### config.mk
export PLATFORM = sky130hd
export DESIGN_NAME = prt_ram
export DESIGN_NICKNAME = d
export VERILOG_FILES = /design/src/hdl/prt_ram.sv
export SDC_FILE = /design/constraint.sdc
export NUM_CORES = 1
export LEC_CHECK = 0
export ABC_AREA = 0
export BUFFER_PORTS_ARGS = -buffer_cell sky130_fd_sc_hd__buf_2
export CAP_MARGIN = 30
export CORE_MARGIN = 2
export CORE_UTILIZATION = 37
export CTS_CLUSTER_DIAMETER = 40
export DETAILED_ROUTE_END_ITERATION = 10
export MAX_ROUTING_LAYER = met4
export PLACE_DENSITY = 0.53
export SLEW_MARGIN = 20
export SYNTH_ARGS = -nofsm -noshare
export SYNTH_HDL_FRONTEND = slang
export SYNTH_SLANG_ARGS = --single-unit
### constraint.sdc
create_clock -name clk -period 4.4 [get_ports clk]
set_input_delay 0.88 -clock clk [delete_from_list [all_inputs] [get_ports clk]]
set_output_delay 0.88 -clock clk [all_outputs]
set_load 0.02 [all_outputs]
### src/hdl/prt_ram.sv
// generic single-port ram with registered read
module prt_ram #(
  parameter int WIDTH = 8,
  parameter int DEPTH = 16
) (
  input  logic                     clk,
  input  logic                     we,
  input  logic [$clog2(DEPTH)-1:0] addr,
  input  logic [WIDTH-1:0]         wdata,
  output logic [WIDTH-1:0]         rdata
);

  logic [WIDTH-1:0] mem [DEPTH];

  always_ff @(posedge clk) begin
    if (we) begin
      mem[addr] <= wdata;
    end
    rdata <= mem[addr];
  end

endmodule

Word level (Yosys, flattened, before mapping)

Memories as Yosys holds them, arrays and structs flattened. A register that Yosys moved wholly into a read port is not among the register bits.
Cells that the tools add are included.

Mux-type cells: 2

Operators by type and width:

| cell              | number |
|---|---|
| two-way mux 1 bit | 2 |

RAM bits: 128
Memories: 1
Flip-flop bits (word level): 0
Output and inout bits: 8

Memory list:

| memory | depth | width | read ports | clocked after Yosys merged registers in | wr ports | RTL line | RTL |
|---|---|---|---|---|---|---|---|
| mem    | 16    | 8     | 1          | 1                                       | 1        | 13       | `logic [WIDTH-1:0] mem [DEPTH];` |

Longest topological paths before layout

Gate-level depths: netlist of the first run.

Depth after elaboration: 2
Mapped depth: 5
Mapped depth without buffers: 3

Worst setup path before layout of the first run

Ideal clock, no wire load.

Path type: in2reg
Start: in addr[2]
End: mem mem[0][0], enable pin
Data arrival time: 1.990 ns
Library setup time: 0.383 ns
Path slack: 2.027 ns
Cell stages on the path: 2
Path through: or3b_2 nor3_1

RTL lines:

| what            | RTL line | RTL |
|---|---|---|
| start, declared | 8        | `input logic [$clog2(DEPTH)-1:0] addr,` |
| end, declared   | 13       |  |

Straight into the memory's write port.

Final worst setup path of the first run

Start: in addr[1]
End: mem mem[14][5], enable pin

Straight into the memory's write port.

==> run summary, run 1 <==
initial core utilization -> 0.381
run status -> finished clean
PortBufs -> 21
worst endpoint data arrival time -> 2.61 ns
post-CTS repair timing setup buffer count -> 0
initial antenna violation count -> 0
startpoint types -> primary input
share of cells above drive strength 1 -> 0.303
Die Y -> 121 um
synth unique cells -> 18
total power -> 2.86 mW
Max VDD drop -> 242 uV
placed wire-length estimate -> 6.14 mm
Worst path max stage delay -> 0.73 ns
NumNets Final -> 278
syn nets -> 244
Critical Path Slowest Stage Cell -> buf_2
TritonRoute pass-1 iters -> 4
area delta synth->final -> 16.3%
EDFF count, synth -> 128
final hold violations -> 0
Placer Congestion -> 0.804
leakage -> 1.90 nW
number of global-route vias before repair -> 2370
Final Core Density -> 0.443
max_cap viols -> 0
post-CTS sizing -> 0
Crit Path Category -> in2reg
Synth Register Bits -> 136
row count -> 42
Top delay family on crit path -> simple AND/OR/NAND/NOR gates
Synth Flop Type -> edfxtp_1
worst skew pair latency -> 0.41 ns
vias per inst -> 5.04
yosys warns -> 0
total CTS buffers -> 17
Setup Total Neg Slack -> 0 ns
core area -> 13300 um^2
post-synthesis async set-or-reset flop share -> 0
worst-path maximum fanout -> 39
Root Buffer -> clkbuf_16
Die Span X -> 121 um
Register Area -> 4000 um^2
cell chain of the critical path -> buf_2 -> nand2b_1 -> nor2_1
worst hold path class -> reg2reg
ant diodes -> 0
Synth area leader -> edfxtp_1
Syn Inst Count -> 230
Top Ports -> 22
largest net degree at the start of global routing -> 40
H-tree Lvls -> 4
routed len/inst -> 22.1 um
Antenna Nets Post-Route -> 0
Synth top cells by count -> edfxtp_1 (128), mux4_2 (32), a22oi_1 (16)
Avg Cell Area, Syn -> 22.0 um^2
Seq/Total Area, Yosys -> 0.790
die area -> 14600 um^2
fmax -> 389 MHz
CTS sink count -> 136
Critical Path RT -> 4.44 ns
Starting DRT DRC Count -> 216
setup violators final -> 0
skew final -> 0.00414 ns
top cell type's share of synthesized area -> 0.759
CP Buf/Inv Count -> 1
# DRC -> 0
CTS tree -> built
area of the multi-input gates -> 1000 um^2
Crit. End Element -> flip-flop
first-pass GRT wire length -> 14.9 mm
Clock transition at path regs -> 0.05 ns
Worst-Margin Slew -> 0.981 ns
most frequent cell after synthesis -> edfxtp_1
DRT Wirelength -> 10.0 mm
Filler Cell Count -> 1148
Power Density -> 485 nW/um^2
Max Buffers Root-to-Sink -> 2
vias -> 2282
Post-CTS Hold Buffers -> 0
Synth area leaders -> edfxtp_1 (76%), mux4_2 (14%), dfxtp_1 (3.2%)
GRT Util Overall -> 0.154
Final Max Slew Viols -> 0
total gr overflow -> 0
Final period util -> 0.584
post-layout minimum cycle time -> 2.57 ns
Rel. slew slack -> 0.346
unrepaired setup endpoints after global routing -> no
Cell Area, Synth -> 5070 um^2
==> logic make-up (layout without fill, tap and decap cells) <==
logic type | after synthesis | after routing | share of synthesized area
buffers and inverters | 11 | 58 | 0.0119
and+or+nand+nor | 35 | 35 | 0.0321
muxes | 32 | 32 | 0.142
DFF | 136 | 136 | 0.790
AOI/OAI and AO/OA | 16 | 16 | 0.0237
==> power breakdown <==
| group | leakage, nW | switching (mW) | total [mW] | internal, mW |
|---|---|---|---|---|
| registers | 1.22 | 0.00783 | 1.46 | 1.45 |
| logic | 0.420 | 0.0891 | 0.142 | 0.0530 |
| clock network | 0.257 | 0.492 | 1.26 | 0.764 |
==> layer usage <==
layer | track usage | wire, um | vias to the layer above
met1 | 0.196 | 4520 | 1205
met5 | - | 0 | -
li1 | - | - | 1030
met3 | 0.0508 | 368 | 11
met4 | 0.0589 | 142 | 0
met2 | 0.231 | 4980 | 36
==> sequential cells by signal (all words and copies together), names as in the netlist <==
signal  count
mem       128
rdata       8
==> worst paths after layout <==
path / start / end / slack [ns] / depth (start not counted)
worst max register to register: mem[1][3] / rdata[3] / 2.95 / 3
worst min register to register: mem[14][1] / rdata[1] / 0.68 / 3
worst max-delay path: addr[1] / mem[14][5] / 1.83 / 3
worst min-delay path: mem[14][1] / rdata[1] / 0.68 / 3
==> layout by cell type (no fill, tap or decap) <==
cell type / instances
buf_2: 21
dfxtp_1: 8
nand2_1: 9
clkbuf_1: 4
and2_1: 1
nor2_1: 13
nor3_1: 4
clkinv_2: 5
nand3_1: 1
nor2b_1: 2
clkinv_1: 3
nand2b_1: 2
or3b_2: 1
clkinv_4: 1
clkbuf_16: 17
clkinvlp_4: 1
a22oi_1: 16
nand3b_1: 2
bufinv_16: 1
mux4_2: 32
buf_4: 5
edfxtp_1: 128
==> tightest hold or removal path, delay by kind of cell, from the launching register on <==
family / cells / cell delay [ns]
simple gates: 1 / 0.05
flops: 1 / 0.31
compound gates: 1 / 0.06
mux: 1 / 0.23
==> layout make-up <==
type                    instances  share of cell area
flip-flops and latches        136               0.679
multi-input cells              83               0.170
clock buffers                  21              0.0747
well taps                     176              0.0374
repair buffers                 26              0.0242
clock inverters                11              0.0140
==> per-stage QoR <==
step	cells	cell area, um^2	hold WS [ns]	setup slack (ns)
2_1_floorplan	230	5070	0.635	2.03
3_3_place_gp	421	5370	0.663	1.40
3_5_place_dp	421	5370	0.670	1.39
4_1_cts	453	5890	0.679	1.82
5_1_grt	453	5890	0.691	1.70
6_report	453	5890	0.677	1.83
Note: power is estimated with default switching activity, not from simulation.
==> run 2, diff against run 1 <==
Settings changed: ABC_AREA 0 to 1.
Clock period 4.4 ns to 2.5 ns, I/O delays scaled along.
==> run summary, run 2 <==
die area -> 16100 um^2
number of global-route vias before repair -> 3747
CTS sink count -> 136
hold-critical path depth -> 1
Max VDD drop -> 455 uV
top cell type's share of synthesized area -> 0.687
first-pass GRT wire length -> 19.7 mm
post-synthesis async set-or-reset flop share -> 0
Cell Area, Synth -> 5590 um^2
M1 WL -> 5.78 mm
TritonRoute pass-1 iters -> 4
Die Y -> 127 um
post-CTS sizing -> 0
Top Ports -> 22
Root Buffer -> clkbuf_16
Crit Path Category -> in2reg
vias -> 3617
Power Density -> 790 nW/um^2
cells on worst reg2reg path -> 8
EDFF count, synth -> 128
Placer Congestion -> 0.890
PortBufs -> 21
syn nets -> 562
ant diodes -> 0
placed wire-length estimate -> 7.89 mm
Filler Cell Count -> 1436
fmax -> 620 MHz
initial core utilization -> 0.382
Antenna Nets Post-Route -> 0
run status -> finished clean
Synth area leader -> edfxtp_1
skew final -> 0.0148 ns
leading cell types in the layout, fill and taps excluded -> nand2_1 (346), edfxtp_1 (128), inv_1 (21), buf_2 (21), buf_4 (19)
total power -> 5.16 mW
most frequent cell after synthesis -> nand2_1
Seq/Total Area, Yosys -> 0.716
Register Area -> 4000 um^2
startpoint types -> primary input
Final period util -> 0.645
worst hold path class -> in2reg
leakage -> 2.81 nW
GRT Util Overall -> 0.172
area of the multi-input gates -> 1390 um^2
share of cells above drive strength 1 -> 0.116
Hold Path Sink -> mem[3][7]
worst endpoint data arrival time -> 1.74 ns
Crit. End Element -> flip-flop
DRT Wirelength -> 12.5 mm
Rel. slew slack -> 0.482
Synth area leaders -> edfxtp_1 (69%), nand2_1 (23%), dfxtp_1 (2.9%)
leading cell type in the layout, fill and taps excluded -> nand2_1
reg2reg setup slack -> 1.47 ns
CTS tree -> built
worst-path maximum fanout -> 33
Synth top cells by count -> nand2_1 (346), edfxtp_1 (128), inv_1 (21)
max layer used -> met4
max_cap viols -> 0
NumNets Final -> 602
unrepaired setup endpoints after global routing -> no
Largest regs -> mem (128), rdata (8)
row count -> 44
Worst-Margin Slew -> 0.774 ns
# DRC -> 0
H-tree Lvls -> 4
worst skew pair latency -> 0.43 ns
total gr overflow -> 0
post-layout minimum cycle time -> 1.61 ns
routed len/inst -> 16.0 um
Starting DRT DRC Count -> 287
Max Buffers Root-to-Sink -> 2
area delta synth->final -> 16.7%
total CTS buffers -> 17
Syn Inst Count -> 548
metal2 WL -> 5.97 mm
Final Max Slew Viols -> 0
Die Span X -> 127 um
Critical Path RT -> 2.63 ns
setup violators final -> 0
post-CTS repair timing setup buffer count -> 0
Synth Flop Type -> edfxtp_1
Post-CTS Hold Buffers -> 0
FF-to-FF Start -> mem[1][4]
vias per inst -> 4.61
Avg Cell Area, Syn -> 10.2 um^2
Synth Register Bits -> 136
Setup Total Neg Slack -> 0 ns
most flop-heavy register -> mem
Clock transition at path regs -> 0.06 ns
largest net degree at the start of global routing -> 34
synth unique cells -> 11
initial antenna violation count -> 0
core area -> 14600 um^2
Worst R2R End -> rdata[4]
max reg flops -> 128
final hold violations -> 0
yosys warns -> 0
routed length on met3 -> 596 um
Hold Path Origin -> wdata[7]
[run 2: how the worst max path moves through the flow]
stage	cells past startpoint	end	from	slack [ns]
after floorplan	4	mem[3][0]	addr[1]	0.62
after global routing	6	mem[12][5]	addr[1]	0.72
after detailed placement	6	mem[0][4]	addr[1]	0.43
after CTS	6	mem[0][4]	addr[1]	0.88
final	6	mem[0][6]	addr[1]	0.89
after global placement	6	mem[4][2]	addr[1]	0.45
[run 2: routing by layer]
layer,vias up,GRT usage
li1,1832,-
met1,1696,0.209
met2,76,0.274
met3,13,0.0342
met4,0,0.0873
met5,-,-
[run 2: logic make-up (layout without fill, tap and decap cells)]
| family | after synthesis | count (layout) | share of synthesized area |
|---|---|---|---|
| DFF | 136 | 136 | 0.716 |
| and+or+nand+nor | 368 | 368 | 0.248 |
| buffers and inverters | 44 | 97 | 0.0362 |
[run 2: worst max-delay path, cell delays in order]
cell,delay (ns)
buf_2,0.18
clkinv_1,0.08
buf_4,0.32
nand3_1,0.29
nor2_1,0.17
buf_4,0.19
[run 2: stage by stage]
| stage | instance area [um^2] | cells | util | hold slack [ns] | setup slack, ns |
|---|---|---|---|---|---|
| floorplan | 5590 | 548 | - | 0.599 | 0.623 |
| global placement | 5990 | 753 | 0.409 | 0.699 | 0.449 |
| detailed placement | 5990 | 753 | 0.409 | 0.697 | 0.431 |
| CTS | 6530 | 785 | 0.446 | 0.502 | 0.879 |
| global route | 6530 | 785 | 0.446 | 0.517 | 0.722 |
| finish | 6530 | 785 | 0.446 | 0.511 | 0.887 |
[run 2: report_power, final]
group	total (mW)	switching [mW]	internal, mW
sequential	2.56	0.0122	2.55
combinational	0.330	0.238	0.0914
clock	2.26	0.893	1.37
[run 2: layout make-up]
type,count,share of cell area
clock buffer,21,0.0690
clock inverter,11,0.0127
inverter,23,0.0132
multi-input combinational,368,0.212
sequential,136,0.613
tap,184,0.0353
timing repair buffer,42,0.0441
==> run 3, diff against run 2 <==
Clock period 2.5 ns to 1.55 ns, I/O delays scaled along.
==> run summary, run 3 (synthesized netlist as in run 2, its figures left out) <==
run status -> finished clean
M1 WL -> 6.00 mm
vias -> 3619
worst skew pair latency -> 0.42 ns
max layer used -> met4
die area -> 16100 um^2
Power Density -> 1230 nW/um^2
skew final -> 0.00370 ns
metal2 WL -> 5.90 mm
Critical Path Slowest Stage Cell -> dfxtp_1
worst hold path class -> in2reg
CP Buf/Inv Count -> 1
leading cell type in the layout, fill and taps excluded -> nand2_1
Die Y -> 127 um
initial antenna violation count -> 0
setup violators final -> 0
largest net degree at the start of global routing -> 39
start point of the critical path -> rdata[0]
Clock transition at path regs -> 0.06 ns
Rel. slew slack -> 0.735
total gr overflow -> 0
startpoint types -> flip-flop
Final period util -> 0.781
TritonRoute pass-1 iters -> 4
initial core utilization -> 0.382
ant diodes -> 0
worst-path maximum fanout -> 1
leakage -> 2.84 nW
total CTS buffers -> 17
Post-Layout Cell Count -> 791
dpl cells -> 759
Placer Congestion -> 0.806
CTS sink count -> 136
Max Buffers Root-to-Sink -> 2
Root Buffer -> clkbuf_16
share of cells above drive strength 1 -> 0.133
Post-CTS Hold Buffers -> 0
most flop-heavy register -> mem
vias per inst -> 4.58
Max VDD drop -> 758 uV
routed len/inst -> 15.9 um
leading cell types in the layout, fill and taps excluded -> nand2_1 (346), edfxtp_1 (128), inv_1 (21), buf_2 (21)
post-CTS sizing -> 0
Hold Path Origin -> wdata[3]
max_cap viols -> 0
NumNets Final -> 608
post-CTS repair timing setup buffer count -> 0
fmax -> 826 MHz
Worst-Margin Slew -> 0.398 ns
core area -> 14600 um^2
area delta synth->final -> 19.5%
Critical Path RT -> 1.24 ns
dpl cell area -> 6160 um^2
# DRC -> 0
H-tree Lvls -> 4
routed length on met3 -> 439 um
CTS tree -> built
Die Span X -> 127 um
PortBufs -> 21
placed wire-length estimate -> 7.98 mm
post-layout minimum cycle time -> 1.21 ns
final instance area -> 6680 um^2
Worst path max stage delay -> 0.32 ns
DRT Wirelength -> 12.6 mm
Top delay family on crit path -> flip-flops
worst endpoint data arrival time -> 0.90 ns
Crit. End Element -> output port
Final Max Slew Viols -> 0
Crit Path Category -> reg2out
Antenna Nets Post-Route -> 0
unrepaired setup endpoints after global routing -> no
number of global-route vias before repair -> 3739
row count -> 44
FF-to-FF Start -> mem[7][2]
Top Ports -> 22
cell chain of the critical path -> buf_2
Starting DRT DRC Count -> 233
max reg flops -> 128
first-pass GRT wire length -> 20.6 mm
Largest regs -> mem (128), rdata (8)
final hold violations -> 0
GRT Util Overall -> 0.180
[run 3: changes by cell type in the layout (fill, tap and decap cells not counted), sizes merged]
cell,change
buf,+6
clkinvlp,+1
clkinv,-1
[run 3: cell type report]
class | count | area [um^2]
inverter | 23 | 86.3
clock inverter | 11 | 82.6
clock buffer | 21 | 440
fill | 1391 | 7960
multi-input combinational | 368 | 1410
tap | 184 | 230
sequential | 136 | 4000
timing repair buffer | 48 | 433
[run 3: per-stage QoR]
stage	setup slack, ns	utilization	hold WS [ns]	power, mW	setup TNS [ns]
after global placement	0.0140	0.421	0.683	4.77	0
after floorplan	-0.0836	-	0.409	4.53	-8.01
after CTS	0.306	0.456	0.307	8.34	0
final	0.339	0.456	0.315	8.25	0
after detailed placement	0.00249	0.421	0.688	4.77	0
after global routing	0.286	0.456	0.322	8.59	0
[run 3: path summary, 6_finish.rpt]
check         endpoint  slack, ns  depth (start not counted)
max           rdata[0]       0.34                          1
min          mem[8][3]       0.31                          1
max reg2reg   rdata[2]       0.55                          8
min reg2reg   rdata[7]       0.70                          8
[run 3: per-layer routing]
metal | vias up | track usage
li1 | 1846 | -
met1 | 1700 | 0.234
met2 | 55 | 0.273
met3 | 18 | 0.0464
met4 | 0 | 0.0679
met5 | - | -
[run 3: power by group]
| part | leakage [nW] | internal [mW] | total, mW | switching (mW) |
|---|---|---|---|---|
| clock network | 0.247 | 2.16 | 3.57 | 1.40 |
| registers | 1.22 | 4.11 | 4.13 | 0.0204 |
| logic | 1.37 | 0.162 | 0.552 | 0.390 |
